<file path="src/rtl/hrrn_pkg.sv">
`timescale 1ns / 1ps
package hrrn_pkg;
  localparam int NUM_SLOTS_DEF = 16;
  localparam int TIME_BITS_DEF = 32;
  localparam logic [1:0] REQ_ENQ = 2'd0;
  localparam logic [1:0] REQ_DISP = 2'd1;
  localparam logic [1:0] REQ_BEND = 2'd2;
  localparam logic [1:0] REQ_EXIT = 2'd3;
  localparam logic [1:0] ST_OK = 2'd0;
  localparam logic [1:0] ST_EMPTY = 2'd1;
  localparam logic [1:0] ST_FULL = 2'd2;
  localparam logic [1:0] ST_UNKNOWN = 2'd3;
  localparam logic [1:0] REG_POLICY = 2'd0;
  localparam logic [1:0] REG_INIT_EST = 2'd1;
  localparam logic [1:0] REG_ALPHA = 2'd2;
  localparam logic [15:0] INIT_EST_RST = 16'd10000;
  localparam logic [8:0] ALPHA_RST = 9'd128;
endpackage

</file>
<file path="src/rtl/hrrn_if.sv">
`timescale 1ns / 1ps
interface hrrn_req_if;
  logic valid;
  logic ready;
  logic [1:0] req_type;
  logic [15:0] proc_id;
  logic [31:0] now_time;
  modport source (output valid, req_type, proc_id, now_time, input ready);
  modport sink (input valid, req_type, proc_id, now_time, output ready);
endinterface

interface hrrn_rsp_if;
  logic valid;
  logic ready;
  logic [15:0] chosen_id;
  logic [15:0] new_estimate;
  logic [1:0] status;
  modport source (output valid, chosen_id, new_estimate, status, input ready);
  modport sink (input valid, chosen_id, new_estimate, status, output ready);
endinterface

</file>
<file path="src/rtl/hrrn_ram.sv">
`timescale 1ns / 1ps
module hrrn_ram #(
  parameter int WIDTH = 8,
  parameter int DEPTH = 16
) (
  input  logic                     clk,
  input  logic                     we,
  input  logic [$clog2(DEPTH)-1:0] waddr,
  input  logic [WIDTH-1:0]         wdata,
  input  logic [$clog2(DEPTH)-1:0] raddr,
  output logic [WIDTH-1:0]         rdata
);
  logic [WIDTH-1:0] mem [DEPTH];
  always_ff @(posedge clk) begin
    if (we) mem[waddr] <= wdata;
    rdata <= mem[raddr];
  end
endmodule

</file>
<file path="src/rtl/hrrn_ready_scheduler.sv">
`timescale 1ns / 1ps
// Scheduler over NUM_SLOTS process slots. Pid, ready time, estimate and
// execution start live in one synchronous RAM; valid and ready marks are
// flip-flops. Each request walks the RAM one slot a cycle (the RAM read is
// registered) unless a highest ratio dispatch holds the scan. Requests that
// rewrite their entry (enqueue of a waiting id, dispatch, burst end) then
// read it back in S_RD and write it in S_WR. In highest ratio mode every
// ready slot after the first holds the scan in S_MUL1 and S_MUL2 for its two
// TIME_BITSx16 cross products. One request is in flight at a time; the
// result waits in an output register and the next request is taken the
// cycle after it has left.
module hrrn_ready_scheduler
  import hrrn_pkg::*;
#(
  parameter int NUM_SLOTS = NUM_SLOTS_DEF,
  parameter int TIME_BITS = TIME_BITS_DEF
) (
  input  logic        clk,
  input  logic        rst,
  hrrn_req_if.sink    req,
  hrrn_rsp_if.source  rsp,
  input  logic        psel,
  input  logic        penable,
  input  logic        pwrite,
  input  logic [3:0]  paddr,
  input  logic [31:0] pwdata,
  output logic [31:0] prdata,
  output logic        pready
);
  localparam int AW = $clog2(NUM_SLOTS);
  localparam int TB = TIME_BITS;
  localparam int EW = 32 + 2 * TB;
  localparam int PW = TB + 16;

  typedef enum logic [6:0] {
    S_IDLE = 7'b0000001, S_SCAN = 7'b0000010, S_MUL1 = 7'b0000100,
    S_MUL2 = 7'b0001000, S_DONE = 7'b0010000, S_RD = 7'b0100000,
    S_WR = 7'b1000000
  } state_t;

  state_t state;
  logic policy;
  logic [15:0] init_est;
  logic [8:0] alpha;
  logic [NUM_SLOTS-1:0] vld, rdy;
  logic [1:0] r_type;
  logic [15:0] r_pid;
  logic [TB-1:0] r_now;
  logic [AW:0] idx;
  logic [AW-1:0] hit, freei, best;
  logic hit_f, free_f, best_f;
  logic [TB-1:0] bw, cw;
  logic [15:0] best_est, best_pid, cest, cpid;
  logic [PW-1:0] pa, pb;
  logic [AW-1:0] cand;
  logic [15:0] mest;
  logic [TB-1:0] mtime;
  logic [15:0] o_id, o_est;
  logic [1:0] o_st;
  logic o_v;
  logic rmw;
  logic [1:0] d_st;

  logic we;
  logic [AW-1:0] waddr, raddr;
  logic [EW-1:0] wdata, rdata;
  hrrn_ram #(.WIDTH(EW), .DEPTH(NUM_SLOTS)) u_ram (
    .clk, .we, .waddr, .wdata, .raddr, .rdata
  );
  // entry layout: pid, ready_since, estimate, exec_start
  logic [15:0] e_pid, e_est;
  logic [TB-1:0] e_rs, e_xs;
  assign e_pid = rdata[EW-1 -: 16];
  assign e_rs = rdata[EW-17 -: TB];
  assign e_est = rdata[TB+15 -: 16];
  assign e_xs = rdata[TB-1:0];

  assign pready = 1'b1;
  always_comb begin
    prdata = '0;
    unique case (paddr[3:2])
      REG_POLICY: prdata[0] = policy;
      REG_INIT_EST: prdata[15:0] = init_est;
      REG_ALPHA: prdata[8:0] = alpha;
      default: prdata = '0;
    endcase
  end
  always_ff @(posedge clk) begin
    if (rst) begin
      policy <= 1'b1; init_est <= INIT_EST_RST; alpha <= ALPHA_RST;
    end else if (psel && penable && pwrite) begin
      unique case (paddr[3:2])
        REG_POLICY: policy <= pwdata[0];
        REG_INIT_EST: init_est <= pwdata[15:0];
        REG_ALPHA: alpha <= pwdata[8:0];
        default: ;
      endcase
    end
  end

  assign req.ready = (state == S_IDLE) && !o_v;
  assign rsp.valid = o_v;
  assign rsp.chosen_id = o_id;
  assign rsp.new_estimate = o_est;
  assign rsp.status = o_st;

  logic [AW-1:0] pi;
  logic [TB-1:0] w_i;
  logic [TB+24:0] d_full;
  logic [24:0] dcl;
  logic [8:0] a_eff;
  logic [41:0] v_sum;
  logic [33:0] v_sh;
  assign pi = AW'(idx - 1'b1);
  assign w_i = r_now - e_rs;
  assign raddr = (state == S_RD || state == S_WR) ? hit : idx[AW-1:0];
  assign a_eff = (alpha > 9'd256) ? 9'd256 : alpha;
  assign pb = PW'(mtime) * PW'(mest);
  always_comb begin
    d_full = {25'd0, r_now - e_xs};
    dcl = (d_full > (TB+25)'(1 << 24)) ? 25'(1 << 24) : 25'(d_full);
    v_sum = 42'(a_eff) * 42'(e_est) + 42'(9'd256 - a_eff) * 42'(dcl);
    v_sh = 34'(v_sum >> 8);
  end

  // outcome of the scan: status, and whether the entry needs a read back
  always_comb begin
    rmw = 1'b0; d_st = ST_OK;
    unique case (r_type)
      REQ_ENQ: if (hit_f) rmw = !rdy[hit];
        else if (!free_f) d_st = ST_FULL;
      REQ_DISP: if (best_f) rmw = 1'b1;
        else d_st = ST_EMPTY;
      REQ_BEND: if (hit_f) rmw = 1'b1;
        else d_st = ST_UNKNOWN;
      REQ_EXIT: if (!hit_f) d_st = ST_UNKNOWN;
      default: ;
    endcase
  end

  always_comb begin
    we = 1'b0; waddr = hit; wdata = rdata;
    if (state == S_DONE && r_type == REQ_ENQ && !hit_f && free_f) begin
      we = 1'b1; waddr = freei; wdata = {r_pid, r_now, init_est, r_now};
    end else if (state == S_WR) begin
      we = 1'b1; waddr = hit;
      if (r_type == REQ_ENQ) wdata = {e_pid, r_now, e_est, e_xs};
      else if (r_type == REQ_DISP) wdata = {e_pid, e_rs, e_est, r_now};
      else wdata = {e_pid, e_rs, (v_sh > 34'd65535) ? 16'hFFFF : v_sh[15:0], e_xs};
    end
  end

  always_ff @(posedge clk) begin
    if (rst) begin
      state <= S_IDLE; vld <= '0; rdy <= '0; o_v <= 1'b0;
    end else begin
      if (rsp.valid && rsp.ready) o_v <= 1'b0;
      unique case (state)
        S_IDLE: if (req.valid && req.ready) begin
          r_type <= req.req_type; r_pid <= req.proc_id;
          r_now <= TB'(req.now_time);
          idx <= '0; hit_f <= 1'b0; free_f <= 1'b0; best_f <= 1'b0;
          state <= S_SCAN;
        end
        S_SCAN: begin
          // data for slot idx-1 is on the RAM output
          if (idx != '0) begin
            if (vld[pi] && e_pid == r_pid && !hit_f) begin
              hit_f <= 1'b1; hit <= pi;
            end
            if (!vld[pi] && !free_f) begin
              free_f <= 1'b1; freei <= pi;
            end
          end
          if (r_type == REQ_DISP && idx != '0 && vld[pi] && rdy[pi]) begin
            cand <= pi; cw <= w_i; cest <= e_est; cpid <= e_pid;
            if (!best_f || !policy) begin
              if (!best_f || w_i > bw) begin
                best_f <= 1'b1; best <= pi; bw <= w_i;
                best_est <= e_est; best_pid <= e_pid;
              end
              if (idx == (AW+1)'(NUM_SLOTS)) state <= S_DONE;
              else idx <= idx + 1'b1;
            end else begin
              mest <= best_est; mtime <= w_i;
              state <= S_MUL1;
            end
          end else if (idx == (AW+1)'(NUM_SLOTS)) state <= S_DONE;
          else idx <= idx + 1'b1;
        end
        S_MUL1: begin
          pa <= PW'(mtime) * PW'(mest);
          mtime <= bw; mest <= cest;
          state <= S_MUL2;
        end
        S_MUL2: begin
          if (pa > pb || (pa == pb && cw > bw)) begin
            best <= cand; bw <= cw; best_est <= cest; best_pid <= cpid;
          end
          if (idx == (AW+1)'(NUM_SLOTS)) state <= S_DONE;
          else begin idx <= idx + 1'b1; state <= S_SCAN; end
        end
        S_DONE: begin
          o_v <= !rmw;
          o_id <= (r_type == REQ_DISP && best_f) ? best_pid : r_pid;
          o_est <= (r_type == REQ_DISP && best_f) ? best_est : '0;
          o_st <= d_st;
          state <= rmw ? S_RD : S_IDLE;
          unique case (r_type)
            REQ_ENQ: if (hit_f) begin
              if (!rdy[hit]) rdy[hit] <= 1'b1;
            end else if (free_f) begin
              vld[freei] <= 1'b1; rdy[freei] <= 1'b1;
            end
            REQ_DISP: if (best_f) begin
              rdy[best] <= 1'b0; hit <= best;
            end
            REQ_EXIT: if (hit_f) begin
              vld[hit] <= 1'b0; rdy[hit] <= 1'b0;
            end
            default: ;
          endcase
        end
        S_RD: state <= S_WR;
        S_WR: begin
          o_v <= 1'b1;
          if (r_type == REQ_BEND)
            o_est <= (v_sh > 34'd65535) ? 16'hFFFF : v_sh[15:0];
          state <= S_IDLE;
        end
        default: state <= S_IDLE;
      endcase
    end
  end
endmodule
</file>
<file path="src/flat_wrapper.sv">
// flat-port wrapper written by rule: the top's interface ports become plain ports
module hrrn_ready_scheduler_flat import hrrn_pkg::*;
#(
  parameter int NUM_SLOTS = NUM_SLOTS_DEF,
  parameter int TIME_BITS = TIME_BITS_DEF
)
  (clk, rst, psel, penable, pwrite, paddr, pwdata, prdata, pready, req_valid, req_req_type, req_proc_id, req_now_time, req_ready, rsp_valid, rsp_chosen_id, rsp_new_estimate, rsp_status, rsp_ready);
  hrrn_req_if req_i ();
  hrrn_rsp_if rsp_i ();
  input  logic clk;
  input  logic rst;
  input  logic psel;
  input  logic penable;
  input  logic pwrite;
  input  logic [3:0] paddr;
  input  logic [31:0] pwdata;
  output logic [31:0] prdata;
  output logic pready;
  input wire logic [$bits(req_i.valid)-1:0] req_valid;
  input wire logic [$bits(req_i.req_type)-1:0] req_req_type;
  input wire logic [$bits(req_i.proc_id)-1:0] req_proc_id;
  input wire logic [$bits(req_i.now_time)-1:0] req_now_time;
  output wire logic [$bits(req_i.ready)-1:0] req_ready;
  output wire logic [$bits(rsp_i.valid)-1:0] rsp_valid;
  output wire logic [$bits(rsp_i.chosen_id)-1:0] rsp_chosen_id;
  output wire logic [$bits(rsp_i.new_estimate)-1:0] rsp_new_estimate;
  output wire logic [$bits(rsp_i.status)-1:0] rsp_status;
  input wire logic [$bits(rsp_i.ready)-1:0] rsp_ready;
  assign req_i.valid = req_valid;
  assign req_i.req_type = req_req_type;
  assign req_i.proc_id = req_proc_id;
  assign req_i.now_time = req_now_time;
  assign req_ready = req_i.ready;
  assign rsp_valid = rsp_i.valid;
  assign rsp_chosen_id = rsp_i.chosen_id;
  assign rsp_new_estimate = rsp_i.new_estimate;
  assign rsp_status = rsp_i.status;
  assign rsp_i.ready = rsp_ready;
  hrrn_ready_scheduler #(.NUM_SLOTS(NUM_SLOTS), .TIME_BITS(TIME_BITS)) u_core (.clk(clk), .rst(rst), .req(req_i), .rsp(rsp_i), .psel(psel), .penable(penable), .pwrite(pwrite), .paddr(paddr), .pwdata(pwdata), .prdata(prdata), .pready(pready));
endmodule
</file>
<file path="config.mk">
export PLATFORM = sky130hd
export DESIGN_NAME = hrrn_ready_scheduler_flat
export DESIGN_NICKNAME = d
export VERILOG_FILES = /design/src/rtl/hrrn_pkg.sv /design/src/rtl/hrrn_if.sv /design/src/rtl/hrrn_ram.sv /design/src/rtl/hrrn_ready_scheduler.sv /design/src/flat_wrapper.sv
export SDC_FILE = /design/constraint.sdc
export NUM_CORES = 2
export LEC_CHECK = 0
export BUFFER_PORTS_ARGS = -buffer_cell sky130_fd_sc_hd__clkbuf_2
export CORE_UTILIZATION = 45
export DETAILED_ROUTE_END_ITERATION = 12
export PLACE_DENSITY = 0.64
export SYNTH_ARGS = -nofsm -noshare
export SYNTH_HDL_FRONTEND = slang
export SYNTH_SLANG_ARGS = --single-unit
</file>
<file path="constraint.sdc">
create_clock -name clk -period 29 [get_ports clk]
set_clock_uncertainty 0.1 [all_clocks]
set_input_delay 2.9 -clock clk [delete_from_list [all_inputs] [get_ports clk]]
set_output_delay 2.9 -clock clk [all_outputs]
set_load 0.02 [all_outputs]
</file>
==> flow_summary.yaml <==
timing:
  maxSlewViolCount: 0
  maxSlewHeadroom: 0.0934
  min_period_ps: 14200
  tns_ps: 0
  tightest_slew_ps: 1350
  fmax_mhz: 70.4
  setup_viol_count_final: 0
  rsz0062_at_grt: "no"
  hold_viol_final: 0
  worst_hold_slack_ps: 376
  period_share: 0.490
clocking:
  cts_tree: "done"
  post_cts_buffers: 0
  hold_buffers: 0
  cts_buffer_depth: 4
  cts_resized: 0
  htree_levels: 4
  cts_root_buf: "clkbuf_16"
  clk_latency_ps: 890
  clock-sinks: 2030
  numCtsBuffers: 212
  path_clk_slew_ps: 60
global_routing:
  grt_start_max_net_pins: 101
  grt-ovfl-total: 0
  grt_usage: 0.240
  grt_pass1_vias: 75300
  grt_first_pass_wirelength_um: 473000
  antenna_found_initial: 8
yosys:
  async_reset_ff_frac: 0
  synth_top_family_by_area: "adder cells"
  synth-compound-area-share: 0.0561
  synth_top_cell_by_area: "edfxtp_1"
  yosys.area_share.simple: 0.0923
  yosysTopAreaCellShare: 0.475
  ys.flop_type: "edfxtp_1"
  syn_avg_cell_area_um2: 13.2
  ys_types: 100
  synth_area_um2: 118000
  synth_xor_area_frac: 0.0102
  synth.area.mux_share: 0.0853
  synth-seq-area-share: 0.503
  yosysWarningCount: 0
  syn-instance-count: 8931
  synthTopCellsByArea: "edfxtp_1 48%, fa_1 15%, mux4_2 7.6%"
  synth_seq_cells: 2030
  synthAdderAreaFrac: 0.203
  synth-edff-count: 1868
layout:
  fillCellCount: 22300
  multi_input_area_um2: 53300
  area.growth.synth_to_final_pct: 9.95
  post_route_cells_drive_above_1_share: 0.126
  postLayoutCoreUtil: 0.499
  register_area_um2: 59300
  final_area_um2: 130000
  layout.nets: 10500
worst_setup_path:
  cpLargestDelayFamily: "adder cells"
  max_stage_delay_ps: 760
  cp_data_required_time_ps: 29300
  cp.arrival_ps: 14500
  cp_num_buf_inv: 8
  critPathKind: "register to register"
  critPathMostFrequentCell: "fa_1"
  crit_path_max_fanout: 54
  critPathLaunchType: "register"
  slowest_stage: "nor2b_1"
  end_kind: "register"
drt:
  ant_nets: 0
  finalWirelength_um: 315000
  drt_iter0_drc: 7146
  avgRoutedWirePerCell_um: 24.8
  remaining_drc_errors: 0
  vias: 72400
  viasPerCell: 5.69
  dr.pass1.iters: 8
placement:
  dp_hpwl_um: 203000
  io_buffers: 126
  place_area_um2: 123000
  place.gp.congestion: 0.911
floorplanning:
  boundaryPins: 162
  die_y_um: 514
  die_x_um: 514
  coreArea_um2: 260000
  start_util: 0.453
  core.rowCount: 187
  die_area_um2: 264000
run:
  maxCapViolCount: 0
worst_hold_path:
  hold_path.class: "register to register"
outcome:
  status: "finished clean"
tightest hold or removal path, stage by stage (launching register included):
cell and delay [ps]:
dfxtp_1 300, o21ai_0 60, a21oi_1 60
area by class of cell:
class,instances,share of cell area
flip-flops and latches,2030,0.457
multi-input cells,5458,0.411
clock buffers,287,0.0452
well taps,3496,0.0337
inverters,1080,0.0313
repair buffers,257,0.0132
clock inverters,101,0.00789
diodes,3,0.0000579
through the flow:
| stage | setup WS [ps] | std cells |
|---|---|---|
| 2_1_floorplan | 14710 | 9011 |
| 3_3_place_gp | 15330 | 12300 |
| 3_5_place_dp | 15170 | 12300 |
| 4_1_cts | 15050 | 12700 |
| 5_1_grt | 14170 | 12700 |
| 6_report | 14800 | 12700 |
cells in the mapped netlist, types with 11 or more instances:
cell type	n
a31oi_2	30
buf_1	51
o22ai_1	17
inv_1	1079
nand3b_1	15
and2_1	322
a31oi_1	146
clkbuf_1	353
nor4_1	22
a21oi_1	246
xnor2_1	70
a21o_1	92
a211oi_1	113
fa_1	904
mux2_2	83
nand2_1	1252
o21a_1	21
nand2b_1	50
dfxtp_1	162
mux2i_1	14
nand3_1	60
o21bai_1	17
nor3b_1	12
nor2b_1	78
nor3_1	64
nand4_1	55
buf_4	17
o31ai_1	11
xor2_1	67
edfxtp_1	1868
mux4_2	399
ha_1	467
or3_1	17
o21ai_0	196
and3_1	40
nor2_1	327
registers in the layout, indices dropped and copies added, names as in the netlist, 9 cells and up:
signal	cells
u_core.cest	16
u_core.rsp.chosen_id	16
u_core.cpid	16
u_core.r_now	32
u_core.mtime	32
u_core.pa	48
u_core.bw	32
u_core.best_est	16
u_core.u_ram.mem	1536
u_core.vld	16
u_core.r_pid	16
u_core.alpha	9
u_core.cw	32
u_core.u_ram.rdata	96
u_core.init_est	16
u_core.mest	16
u_core.rdy	16
u_core.best_pid	16
u_core.rsp.new_estimate	16
cell usage in the layout (no fill, tap or decap), types with 82 or more instances in the layout:
cell type  instances
nor2_1           326
clkbuf_2         125
mux2_2            82
o21ai_0          187
inv_1           1079
and2_1           321
mux4_2           399
a21o_1            92
edfxtp_1        1868
conb_1            82
a211oi_1         112
dfxtp_1          162
nand2_1         1243
clkbuf_16        215
buf_4            123
fa_1             904
a31oi_1          146
ha_1             467
a21oi_1          246
routing by layer:
layer / GRT usage / vias to the layer above / part of all wire
li1: - / 31300 / -
met1: 0.329 / 37300 / 0.41
met2: 0.382 / 3113 / 0.46
met3: 0.0404 / 631 / 0.084
met4: 0.0900 / 4 / 0.041
met5: 0 / - / 0.00037
worst paths after layout:
path | endpoint | startpoint | cells after the start | slack (ps)
setup / recovery | u_core.u_ram.mem[12][35] | u_core.r_now[0] | 44 | 14800
hold reg to reg | u_core.vld[4] | u_core.vld[4] | 2 | 380
setup reg to reg | u_core.u_ram.mem[12][35] | u_core.r_now[0] | 44 | 14800
hold / removal | u_core.vld[4] | u_core.vld[4] | 2 | 380
cell families after synthesis:
| family | after synthesis |
|---|---|
| compound gates | 1005 |
| other cells | 2 |
| fa+ha+maj | 1371 |
| simple gates | 2367 |
| flops | 2030 |
| mux | 496 |
| xor+xnor | 137 |
| buf+inv | 1523 |
Power is not shown: default switching activity piles up to over one toggle a cycle in this logic, so the estimate is an artifact.
